## src/rtl/planar_odometry_integrator_core_defines.svh

```systemverilog
// Assertion macros shared by the odometry integrator RTL.
// Depends on nothing; the asserting module supplies i_clk and i_rst_n.
`ifndef PLANAR_ODOMETRY_INTEGRATOR_CORE_DEFINES_SVH
`define PLANAR_ODOMETRY_INTEGRATOR_CORE_DEFINES_SVH

// Implication checked in the same cycle.
`define POI_ASSERT_NOW(name, ante, cons) \
    name: assert property (@(posedge i_clk) disable iff (!i_rst_n) (ante) |-> (cons)) \
        else $error("odometry integrator assertion failed");

// Implication checked in the next cycle.
`define POI_ASSERT_NEXT(name, ante, cons) \
    name: assert property (@(posedge i_clk) disable iff (!i_rst_n) (ante) |=> (cons)) \
        else $error("odometry integrator assertion failed");

`endif

```

## src/rtl/poi_pkg.sv

```systemverilog
// Types, fixed-point constants and the arctangent table of the odometry integrator.
// Depends on nothing; used by planar_odometry_integrator_core.
package poi_pkg;

    typedef enum logic [2:0] {
        ST_IDLE,
        ST_CORD_A,
        ST_ROT_FIX,
        ST_MATH,
        ST_WRAP,
        ST_CORD_B,
        ST_QUAT
    } t_state;

    localparam int VEL_W      = 24;
    localparam int RATE_W     = 21;
    localparam int DT_W       = 20;
    localparam int CX_W       = 33;
    localparam int ANG_W      = 32;
    localparam int MA_W       = 34;
    localparam int MB_W       = 25;
    localparam int PROD_W     = 59;
    localparam int ACC_W      = 62;
    localparam int RX_W       = 40;
    localparam int D_W        = 34;
    localparam int H_W        = 35;
    localparam int HEAD_W     = 31;
    localparam int Q_W        = 18;
    localparam int ATAN_IDX_W = 5;
    localparam int IN_DATA_W  = 96;
    localparam int OUT_DATA_W = 136;

    localparam logic signed [ANG_W-1:0] HALF_TURN    = 32'sd843314857;
    localparam logic signed [ANG_W-1:0] QUARTER_TURN = 32'sd421657428;
    localparam logic signed [ANG_W-1:0] FULL_TURN    = 32'sd1686629714;
    localparam logic signed [CX_W-1:0]  CORDIC_GAIN  = 33'sd652032874;
    localparam logic signed [CX_W-1:0]  QUAT_MAX     = 33'sd65536;

    function automatic logic signed [ANG_W-1:0] atan_q28(input logic [ATAN_IDX_W-1:0] idx);
        logic signed [ANG_W-1:0] v;
        unique case (idx)
            5'd0:    v = 32'sd210828714;
            5'd1:    v = 32'sd124459457;
            5'd2:    v = 32'sd65760959;
            5'd3:    v = 32'sd33381290;
            5'd4:    v = 32'sd16755422;
            5'd5:    v = 32'sd8385879;
            5'd6:    v = 32'sd4193963;
            5'd7:    v = 32'sd2097109;
            5'd8:    v = 32'sd1048571;
            5'd9:    v = 32'sd524287;
            5'd10:   v = 32'sd262144;
            5'd11:   v = 32'sd131072;
            5'd12:   v = 32'sd65536;
            5'd13:   v = 32'sd32768;
            5'd14:   v = 32'sd16384;
            5'd15:   v = 32'sd8192;
            5'd16:   v = 32'sd4096;
            5'd17:   v = 32'sd2048;
            5'd18:   v = 32'sd1024;
            5'd19:   v = 32'sd512;
            5'd20:   v = 32'sd256;
            5'd21:   v = 32'sd128;
            5'd22:   v = 32'sd64;
            5'd23:   v = 32'sd32;
            5'd24:   v = 32'sd16;
            5'd25:   v = 32'sd8;
            5'd26:   v = 32'sd4;
            5'd27:   v = 32'sd2;
            5'd28:   v = 32'sd1;
            default: v = 32'sd0;
        endcase
        return v;
    endfunction

endpackage

```

## src/rtl/planar_odometry_integrator_core.sv

```systemverilog
// Planar dead-reckoning odometry integrator: one shared CORDIC, one shared multiplier.
// Depends on poi_pkg and planar_odometry_integrator_core_defines.svh.
//
// Channel  Dir  Payload
// s_axis   in   vel_x, vel_y, yaw_rate, elapsed_ticks
// m_axis   out  pos_x, pos_y, heading, quat_z, quat_w; pos_saturated in tuser
//
// Each result is computed by two passes of the iterative CORDIC, twelve multiplier steps
// and up to four heading wrap steps. The input side takes one sample at a time; a finished
// result waits in the output register while the next sample is taken. Reset clears
// the pose to zero.
`include "planar_odometry_integrator_core_defines.svh"

module planar_odometry_integrator_core #(
    parameter int CORDIC_STEPS = 16,
    parameter int POS_WIDTH    = 32
) (
    input  logic                                i_clk,
    input  logic                                i_rst_n,
    input  logic                                s_axis_tvalid,
    output logic                                s_axis_tready,
    // vel_x[23:0], vel_y[47:24], yaw_rate[68:48], elapsed_ticks[88:69], zero fill
    input  logic [poi_pkg::IN_DATA_W-1:0]       s_axis_tdata,
    output logic                                m_axis_tvalid,
    input  logic                                m_axis_tready,
    // pos_x[31:0], pos_y[63:32], heading[94:64], quat_z[112:95], quat_w[130:113]
    output logic [poi_pkg::OUT_DATA_W-1:0]      m_axis_tdata,
    // pos_saturated[0]
    output logic [0:0]                          m_axis_tuser
);

    localparam int ITER_W = $clog2(CORDIC_STEPS);
    localparam logic [ITER_W-1:0] ITER_LAST = ITER_W'(CORDIC_STEPS - 1);
    localparam int AW     = poi_pkg::ATAN_IDX_W;
    localparam int CX_W   = poi_pkg::CX_W;
    localparam int ANG_W  = poi_pkg::ANG_W;
    localparam int MA_W   = poi_pkg::MA_W;
    localparam int MB_W   = poi_pkg::MB_W;
    localparam int PROD_W = poi_pkg::PROD_W;
    localparam int ACC_W  = poi_pkg::ACC_W;
    localparam int RX_W   = poi_pkg::RX_W;
    localparam int D_W    = poi_pkg::D_W;
    localparam int H_W    = poi_pkg::H_W;
    localparam int Q_W    = poi_pkg::Q_W;
    localparam int VEL_W  = poi_pkg::VEL_W;
    localparam int RATE_W = poi_pkg::RATE_W;
    localparam int DT_W   = poi_pkg::DT_W;
    localparam int SUM_W  = ((POS_WIDTH > D_W) ? POS_WIDTH : D_W) + 1;
    localparam int EXT_W  = (POS_WIDTH > 32) ? POS_WIDTH : 32;

    localparam logic signed [SUM_W-1:0] POS_HI =
        {{(SUM_W - POS_WIDTH + 1){1'b0}}, {(POS_WIDTH - 1){1'b1}}};
    localparam logic signed [SUM_W-1:0] POS_LO =
        {{(SUM_W - POS_WIDTH + 1){1'b1}}, {(POS_WIDTH - 1){1'b0}}};
    localparam logic signed [H_W-1:0] H_HALF = H_W'(poi_pkg::HALF_TURN);
    localparam logic signed [H_W-1:0] H_NHALF = -H_W'(poi_pkg::HALF_TURN);
    localparam logic signed [H_W-1:0] H_FULL = H_W'(poi_pkg::FULL_TURN);
    localparam logic signed [ANG_W-1:0] HEAD_MIN = -poi_pkg::HALF_TURN;
    localparam logic signed [ACC_W-1:0] RND8  = ACC_W'(1) <<< 7;
    localparam logic signed [ACC_W-1:0] RND16 = ACC_W'(1) <<< 15;
    localparam logic signed [ACC_W-1:0] RND34 = ACC_W'(1) <<< 33;
    localparam logic signed [CX_W-1:0]  RND14 = CX_W'(1) <<< 13;

    localparam logic [3:0] MS_VXC   = 4'd0;
    localparam logic [3:0] MS_VYS   = 4'd1;
    localparam logic [3:0] MS_VXS   = 4'd2;
    localparam logic [3:0] MS_VYC   = 4'd3;
    localparam logic [3:0] MS_RXL   = 4'd4;
    localparam logic [3:0] MS_RXH   = 4'd5;
    localparam logic [3:0] MS_RYL   = 4'd6;
    localparam logic [3:0] MS_RYH   = 4'd7;
    localparam logic [3:0] MS_RATE  = 4'd8;
    localparam logic [3:0] MS_DY    = 4'd9;
    localparam logic [3:0] MS_POSY  = 4'd10;
    localparam logic [3:0] MS_HSUM  = 4'd11;

    poi_pkg::t_state r_state, n_state;
    logic [3:0]             r_step, n_step;
    logic [ITER_W-1:0]      r_iter, n_iter;
    logic                   r_out_valid, n_out_valid;

    logic signed [VEL_W-1:0]  r_vx, r_vy;
    logic signed [RATE_W-1:0] r_wr;
    logic [DT_W-1:0]          r_dt;
    logic signed [CX_W-1:0]   r_cx, r_cy, r_c, r_s;
    logic signed [ANG_W-1:0]  r_cz;
    logic                     r_neg;
    logic signed [PROD_W-1:0] r_prod;
    logic signed [ACC_W-1:0]  r_acc;
    logic signed [RX_W-1:0]   r_rx, r_ry;
    logic signed [D_W-1:0]    r_d;
    logic signed [H_W-1:0]    r_h;
    logic signed [ANG_W-1:0]  r_head;
    logic signed [POS_WIDTH-1:0] r_pos_x, r_pos_y;
    logic                     r_sat;
    logic [poi_pkg::OUT_DATA_W-1:0] r_out_data;
    logic                     r_out_sat;

    logic                     in_xfer, load_out, iter_last, out_stall;
    logic signed [CX_W-1:0]   xs, ys, nx, ny;
    logic signed [ANG_W-1:0]  atan_v, nz, start_ang;
    logic signed [MA_W-1:0]   mul_a;
    logic signed [MB_W-1:0]   mul_b;
    logic signed [ACC_W-1:0]  acc_r8, acc_r16, acc_r34;
    logic signed [POS_WIDTH-1:0] sat_in, sat_res;
    logic signed [SUM_W-1:0]  sat_sum;
    logic                     sat_hit;
    logic signed [CX_W-1:0]   qz_sh, qw_sh, qz_cl, qw_cl;
    logic signed [EXT_W-1:0]  px_ext, py_ext;

    assign in_xfer   = s_axis_tvalid && s_axis_tready;
    assign iter_last = (r_iter == ITER_LAST);
    assign out_stall = (r_state == poi_pkg::ST_QUAT) && r_out_valid && !m_axis_tready;

    // Shared CORDIC rotation step.
    always_comb begin
        xs     = r_cx >>> r_iter;
        ys     = r_cy >>> r_iter;
        atan_v = poi_pkg::atan_q28(AW'(r_iter));
        if (r_cz >= 0) begin
            nx = r_cx - ys;
            ny = r_cy + xs;
            nz = r_cz - atan_v;
        end else begin
            nx = r_cx + ys;
            ny = r_cy - xs;
            nz = r_cz + atan_v;
        end
    end

    always_comb begin
        if (r_head > poi_pkg::QUARTER_TURN) begin
            start_ang = r_head - poi_pkg::HALF_TURN;
        end else if (r_head < -poi_pkg::QUARTER_TURN) begin
            start_ang = r_head + poi_pkg::HALF_TURN;
        end else begin
            start_ang = r_head;
        end
    end

    // Shared multiplier operand selection.
    always_comb begin
        mul_a = '0;
        mul_b = '0;
        case (r_step)
            MS_VXC: begin
                mul_a = MA_W'(r_c);
                mul_b = MB_W'(r_vx);
            end
            MS_VYS: begin
                mul_a = MA_W'(r_s);
                mul_b = MB_W'(r_vy);
            end
            MS_VXS: begin
                mul_a = MA_W'(r_s);
                mul_b = MB_W'(r_vx);
            end
            MS_VYC: begin
                mul_a = MA_W'(r_c);
                mul_b = MB_W'(r_vy);
            end
            MS_RXL: begin
                mul_a = {{(MA_W - 16){1'b0}}, r_rx[15:0]};
                mul_b = {{(MB_W - DT_W){1'b0}}, r_dt};
            end
            MS_RXH: begin
                mul_a = MA_W'(r_rx >>> 16);
                mul_b = {{(MB_W - DT_W){1'b0}}, r_dt};
            end
            MS_RYL: begin
                mul_a = {{(MA_W - 16){1'b0}}, r_ry[15:0]};
                mul_b = {{(MB_W - DT_W){1'b0}}, r_dt};
            end
            MS_RYH: begin
                mul_a = MA_W'(r_ry >>> 16);
                mul_b = {{(MB_W - DT_W){1'b0}}, r_dt};
            end
            MS_RATE: begin
                mul_a = MA_W'(r_wr);
                mul_b = {{(MB_W - DT_W){1'b0}}, r_dt};
            end
            default: begin
                mul_a = '0;
                mul_b = '0;
            end
        endcase
    end

    assign acc_r8  = (r_acc + RND8) >>> 8;
    assign acc_r16 = (r_acc + RND16) >>> 16;
    assign acc_r34 = (r_acc + RND34) >>> 34;

    // Shared saturating position adder.
    always_comb begin
        sat_in  = (r_step == MS_RATE) ? r_pos_x : r_pos_y;
        sat_sum = SUM_W'(sat_in) + SUM_W'(r_d);
        sat_hit = 1'b0;
        if (sat_sum > POS_HI) begin
            sat_res = POS_HI[POS_WIDTH-1:0];
            sat_hit = 1'b1;
        end else if (sat_sum < POS_LO) begin
            sat_res = POS_LO[POS_WIDTH-1:0];
            sat_hit = 1'b1;
        end else begin
            sat_res = sat_sum[POS_WIDTH-1:0];
        end
    end

    always_comb begin
        qz_sh = (r_cy + RND14) >>> 14;
        qw_sh = (r_cx + RND14) >>> 14;
        if (qz_sh > poi_pkg::QUAT_MAX) begin
            qz_cl = poi_pkg::QUAT_MAX;
        end else if (qz_sh < -poi_pkg::QUAT_MAX) begin
            qz_cl = -poi_pkg::QUAT_MAX;
        end else begin
            qz_cl = qz_sh;
        end
        if (qw_sh > poi_pkg::QUAT_MAX) begin
            qw_cl = poi_pkg::QUAT_MAX;
        end else if (qw_sh < -poi_pkg::QUAT_MAX) begin
            qw_cl = -poi_pkg::QUAT_MAX;
        end else begin
            qw_cl = qw_sh;
        end
        px_ext = EXT_W'(r_pos_x);
        py_ext = EXT_W'(r_pos_y);
    end

    // Sequencer.
    always_comb begin
        n_state       = r_state;
        n_step        = r_step;
        n_iter        = '0;
        load_out      = 1'b0;
        s_axis_tready = 1'b0;
        unique case (r_state)
            poi_pkg::ST_IDLE: begin
                s_axis_tready = 1'b1;
                if (s_axis_tvalid) begin
                    n_state = poi_pkg::ST_CORD_A;
                end
            end
            poi_pkg::ST_CORD_A: begin
                if (iter_last) begin
                    n_state = poi_pkg::ST_ROT_FIX;
                end else begin
                    n_iter = r_iter + 1'b1;
                end
            end
            poi_pkg::ST_ROT_FIX: begin
                n_state = poi_pkg::ST_MATH;
                n_step  = MS_VXC;
            end
            poi_pkg::ST_MATH: begin
                if (r_step == MS_HSUM) begin
                    n_state = poi_pkg::ST_WRAP;
                    n_step  = MS_VXC;
                end else begin
                    n_step = r_step + 1'b1;
                end
            end
            poi_pkg::ST_WRAP: begin
                if (r_h < H_HALF && r_h >= H_NHALF) begin
                    n_state = poi_pkg::ST_CORD_B;
                end
            end
            poi_pkg::ST_CORD_B: begin
                if (iter_last) begin
                    n_state = poi_pkg::ST_QUAT;
                end else begin
                    n_iter = r_iter + 1'b1;
                end
            end
            poi_pkg::ST_QUAT: begin
                if (!r_out_valid || m_axis_tready) begin
                    load_out = 1'b1;
                    n_state  = poi_pkg::ST_IDLE;
                end
            end
            default: begin
                n_state = poi_pkg::ST_IDLE;
            end
        endcase
        if (load_out) begin
            n_out_valid = 1'b1;
        end else if (m_axis_tready) begin
            n_out_valid = 1'b0;
        end else begin
            n_out_valid = r_out_valid;
        end
    end

    always_ff @(posedge i_clk) begin
        if (!i_rst_n) begin
            r_state     <= poi_pkg::ST_IDLE;
            r_step      <= MS_VXC;
            r_iter      <= '0;
            r_out_valid <= 1'b0;
        end else begin
            r_state     <= n_state;
            r_step      <= n_step;
            r_iter      <= n_iter;
            r_out_valid <= n_out_valid;
        end
    end

    // Pose state.
    always_ff @(posedge i_clk) begin
        if (!i_rst_n) begin
            r_pos_x <= '0;
            r_pos_y <= '0;
            r_head  <= '0;
            r_sat   <= 1'b0;
        end else begin
            if (in_xfer) begin
                r_sat <= 1'b0;
            end
            if (r_state == poi_pkg::ST_MATH && r_step == MS_RATE) begin
                r_pos_x <= sat_res;
                r_sat   <= r_sat | sat_hit;
            end
            if (r_state == poi_pkg::ST_MATH && r_step == MS_POSY) begin
                r_pos_y <= sat_res;
                r_sat   <= r_sat | sat_hit;
            end
            if (r_state == poi_pkg::ST_WRAP && r_h < H_HALF && r_h >= H_NHALF) begin
                r_head <= r_h[ANG_W-1:0];
            end
        end
    end

    // Datapath.
    always_ff @(posedge i_clk) begin
        r_prod <= mul_a * mul_b;
        case (r_state)
            poi_pkg::ST_IDLE: begin
                r_vx  <= s_axis_tdata[23:0];
                r_vy  <= s_axis_tdata[47:24];
                r_wr  <= s_axis_tdata[68:48];
                r_dt  <= s_axis_tdata[88:69];
                r_cx  <= poi_pkg::CORDIC_GAIN;
                r_cy  <= '0;
                r_cz  <= start_ang;
                r_neg <= (r_head > poi_pkg::QUARTER_TURN)
                      || (r_head < -poi_pkg::QUARTER_TURN);
            end
            poi_pkg::ST_CORD_A, poi_pkg::ST_CORD_B: begin
                r_cx <= nx;
                r_cy <= ny;
                r_cz <= nz;
            end
            poi_pkg::ST_ROT_FIX: begin
                r_c <= r_neg ? -r_cx : r_cx;
                r_s <= r_neg ? -r_cy : r_cy;
            end
            poi_pkg::ST_MATH: begin
                case (r_step)
                    MS_VYS: r_acc <= ACC_W'(r_prod);
                    MS_VXS: r_acc <= r_acc - ACC_W'(r_prod);
                    MS_VYC: begin
                        r_rx  <= acc_r16[RX_W-1:0];
                        r_acc <= ACC_W'(r_prod);
                    end
                    MS_RXL: r_acc <= r_acc + ACC_W'(r_prod);
                    MS_RXH: begin
                        r_ry  <= acc_r16[RX_W-1:0];
                        r_acc <= ACC_W'(r_prod);
                    end
                    MS_RYL: r_acc <= r_acc + (ACC_W'(r_prod) <<< 16);
                    MS_RYH: begin
                        r_d   <= acc_r34[D_W-1:0];
                        r_acc <= ACC_W'(r_prod);
                    end
                    MS_RATE: r_acc <= r_acc + (ACC_W'(r_prod) <<< 16);
                    MS_DY: begin
                        r_d   <= acc_r34[D_W-1:0];
                        r_acc <= ACC_W'(r_prod);
                    end
                    MS_POSY: r_d <= acc_r8[D_W-1:0];
                    MS_HSUM: r_h <= H_W'(r_head) + H_W'(r_d);
                    default: r_acc <= r_acc;
                endcase
            end
            poi_pkg::ST_WRAP: begin
                if (r_h >= H_HALF) begin
                    r_h <= r_h - H_FULL;
                end else if (r_h < H_NHALF) begin
                    r_h <= r_h + H_FULL;
                end else begin
                    r_cx <= poi_pkg::CORDIC_GAIN;
                    r_cy <= '0;
                    r_cz <= ANG_W'(r_h >>> 1);
                end
            end
            default: begin
                r_cx <= r_cx;
            end
        endcase
    end

    // Output register.
    always_ff @(posedge i_clk) begin
        if (load_out) begin
            r_out_data <= {5'd0, qw_cl[Q_W-1:0], qz_cl[Q_W-1:0],
                           r_head[poi_pkg::HEAD_W-1:0], py_ext[31:0], px_ext[31:0]};
            r_out_sat  <= r_sat;
        end
    end

    assign m_axis_tvalid   = r_out_valid;
    assign m_axis_tdata    = r_out_data;
    assign m_axis_tuser[0] = r_out_sat;

    `POI_ASSERT_NOW(a_head_range, 1'b1, (r_head >= HEAD_MIN) && (r_head < poi_pkg::HALF_TURN))
    `POI_ASSERT_NOW(a_iter_bound, 1'b1, r_iter <= ITER_LAST)
    `POI_ASSERT_NEXT(a_start_cordic, in_xfer, (r_state == poi_pkg::ST_CORD_A) && (r_iter == '0))
    `POI_ASSERT_NEXT(a_hold_result, out_stall, r_state == poi_pkg::ST_QUAT)

endmodule

```

## config.mk

```make
export PLATFORM = sky130hd
export DESIGN_NAME = planar_odometry_integrator_core
export DESIGN_NICKNAME = d
export VERILOG_FILES = /design/src/rtl/poi_pkg.sv /design/src/rtl/planar_odometry_integrator_core.sv
export VERILOG_INCLUDE_DIRS = /design/src /design/src/rtl
export SDC_FILE = /design/constraint.sdc
export NUM_CORES = 2
export LEC_CHECK = 0
export ABC_AREA = 1
export BUFFER_PORTS_ARGS = -buffer_cell sky130_fd_sc_hd__buf_2
export CAP_MARGIN = 40
export CORE_MARGIN = 4
export CORE_UTILIZATION = 30
export CTS_CLUSTER_SIZE = 12
export DETAILED_ROUTE_END_ITERATION = 8
export GPL_TIMING_DRIVEN = 0
export PLACE_DENSITY = 0.45
export SLEW_MARGIN = 20
export SYNTH_ARGS = -nofsm -noshare
export SYNTH_HDL_FRONTEND = slang
export SYNTH_SLANG_ARGS = --single-unit
```

## constraint.sdc

```tcl
create_clock -name i_clk -period 40 [get_ports i_clk]
set_clock_uncertainty 0.2 [all_clocks]
set_input_delay 4 -clock i_clk [delete_from_list [all_inputs] [get_ports i_clk]]
set_output_delay 4 -clock i_clk [all_outputs]
set_load 0.01 [all_outputs]
```

==> impl_metrics.csv <==
group,metric,value,unit
routing,drt_pre_antenna_iters,6,
sta,max_freq,0.0874,GHz
routing,vias,83700,
cts,cts_tree,"done",
cells_and_area,fin_nets,13700,
cts,root_buffer,"clkbuf_16",
cts,post_cts_resized,0,
yosys,yosys_warnings,0,
yosys,synthFlopType,"edfxtp_1",
placement,io_buffers,225,
sta,slew_headroom,28.9,%
cells_and_area,final_layout_size_suffix_gt1_share,6.66,%
die,die_w,554,um
cts,post-cts-setup-buffers,0,
critical_path,start_kind,"flip-flop",
routing,totalWireLength,409000,um
routing,wl_per_cell,25.2,um
yosys,synth-async-reset-ratio,0,%
cts,numCtsBuffers,105,
job,cap_violations,0,
die,core_area,297000,um2
cts,clk_pin_slew,0.07,ns
sta,rsz0062_at_grt,"false",
yosys,syn-cell-area,89400,um2
sta,hold_viol_final,0,
yosys,synth.top_cell.area_share,20.0,%
global_route,grt_max_degree,35,
critical_path,criticalPathCategory,"flip-flop to flip-flop",
yosys,synth_area_per_cell,7.60,um2
placement,dpl.hpwl,345000,um
routing,ant_nets,0,
cts,cts_buffer_depth,4,
yosys,yosysUniqueCellTypes,71,
global_route,grt_pass1_wl,587000,um
sta,setup_violations,0,
cells_and_area,syn_to_final_growth,12.6,%
yosys,ys_ff_latch,792,
min_path,min_path_type,"flip-flop to flip-flop",
yosys,yosysSeqAreaShare,24.4,%
yosys,syn_inst,11800,
routing,via_per_inst,5.15,
yosys,yosysTopAreaCell,"edfxtp_1",
critical_path,crit_family,"adder cells",
sta,fin_crit_sh,28.6,%
placement,routabilityCongestion,0.995,
die,die_area,307000,um2
yosys,synth_edf_count,597,
outcome,status,"complete, no violations",
die,die_h,554,um
critical_path,arrival,11.93,ns
routing,route.detailed.drc,0,
cts,postCtsHoldBufs,0,
global_route,antenna_found_initial,18,
critical_path,crit_slowest_cell,"fa_2",
critical_path,required,40.49,ns
global_route,grt_overflow,0,
sta,drv_slew,0,
sta,min_period,11.44,ns
cts,ctsHtreeMaxLevel,3,
critical_path,critPathMaxFanout,12,
cts,clock_sinks,792,
routing,drt-initial-drc-count,7984,
critical_path,worst_setup_path_end_kind,"flip-flop",
global_route,grt_usage,26.0,%
global_route,grt_pass1_vias,83300,
cts,insertion_delay,0.91,ns
die,placementRows,200,
critical_path,slowest_delay,1.08,ns
sta,tightest_slew,1.07,ns
critical_path,cpMostUsedCell,"inv_1",
sta,tns,0,ns
critical_path,path_buf_inv,11,
die,initial_utilization,30.1,%
die,io_pins,239,
yosys,synthTopCellsByArea,"edfxtp_1 20%, fa_1 19%, nand2_1 9.3%",
==> metal layers <==
layer | wire, um | vias to the layer above | global-route usage (%)
met5 | 21 | - | 0
met4 | 17900 | 4 | 9.88
met3 | 26500 | 557 | 3.27
met2 | 180000 | 3205 | 40.6
met1 | 185000 | 41100 | 36.6
li1 | - | 38800 | -
==> synthesized netlist by cell type, types with 14 or more instances <==
cell	number
a21boi_0	25
nand4_1	94
buf_2	111
nand2_2	17
nand3_1	647
a22oi_1	39
buf_1	32
inv_1	2069
o21bai_1	44
nand3b_1	18
o21a_1	50
nor4_1	68
inv_2	43
o21ai_0	679
a21oi_1	755
o31ai_1	14
or2_2	57
fa_1	858
nand2_1	2218
nor3_1	151
o221ai_1	15
o22ai_1	34
a31oi_1	100
clkbuf_1	190
buf_4	27
xnor2_1	119
xor2_1	340
o21ai_1	18
o211ai_1	56
a21o_1	52
dfxtp_1	195
nor2_1	1408
a221oi_1	23
edfxtp_1	597
ha_1	487
==> cells by family after synthesis <==
logic type                 count (synthesis)  synth area share [%]
buffers and inverters                   2488                  10.8
DFF                                      792                  24.4
AOI/OAI and AO/OA                       1967                  12.4
adders and majority gates               1345                  26.0
xor gates and xnor gates                 459                  4.50
and+or+nand+nor                         4718                  21.9
other                                      1               0.00419
==> cells in the final DEF (no fill, tap or decap), types with 56 or more instances in the layout <==
master | synthesis | routed
xor2_1 | 340 | 340
inv_1 | 2069 | 2067
clkbuf_16 | 0 | 111
nand3_1 | 647 | 647
a21oi_1 | 755 | 754
nor3_1 | 151 | 149
ha_1 | 487 | 487
fa_1 | 858 | 857
o211ai_1 | 56 | 56
nand4_1 | 94 | 94
a31oi_1 | 100 | 98
xnor2_1 | 119 | 119
o21ai_0 | 679 | 678
buf_2 | 111 | 353
clkbuf_1 | 190 | 201
nand2_1 | 2218 | 2218
edfxtp_1 | 597 | 597
nor2_1 | 1408 | 1405
dfxtp_1 | 195 | 195
nor4_1 | 68 | 67
or2_2 | 57 | 57
==> through the flow <==
step | cells | hold WS (ns) | utilization [%] | setup WS, ns | instance area (um2)
3_5_place_dp | 16000 | 0.218 | 32.7 | 28.57 | 97000
5_1_grt | 16200 | 0.226 | 33.9 | 27.94 | 101000
6_report | 16300 | 0.214 | 33.9 | 28.56 | 101000
4_1_cts | 16200 | 0.215 | 33.9 | 28.46 | 101000
2_1_floorplan | 11800 | 0.208 | - | 22.40 | 89400
3_3_place_gp | 15900 | 0.222 | 32.2 | 14.24 | 95500
==> path summary, 6_finish.rpt <==
kind	start	endpoint	slack, ns	depth (start not counted)
worst min-delay path	py_ext[21]$_SDFFE_PN0P_	m_axis_tdata[53]$_DFFE_PP_	0.21	0
worst max register to register	r_step[0]$_SDFFE_PN0P_	r_prod[57]$_DFF_P_	28.56	35
worst min register to register	py_ext[21]$_SDFFE_PN0P_	m_axis_tdata[53]$_DFFE_PP_	0.21	0
worst max-delay path	r_step[0]$_SDFFE_PN0P_	r_prod[57]$_DFF_P_	28.56	35
==> cell type report <==
type,count,area (um2)
antenna,12,30.0
clock inverter,58,704
inverter,2120,7960
tap,3939,4930
buffer,368,1690
timing repair buffer,335,2480
multi-input combinational,8494,58100
fill,32100,196000
clock buffer,133,2910
sequential,792,21800
==> registers in the layout, indices dropped and copies added (netlist names), 33 cells and up <==
signal / count
r_d: 34
r_cx: 33
r_acc: 62
r_s: 33
r_cy: 33
r_c: 33
r_prod: 59
r_ry: 40
m_axis_tdata: 131
r_h: 35
r_rx: 40
Power is left out: the tool's default activity adds up to more than one toggle a clock period on the data nets, which glitch-free logic cannot reach.
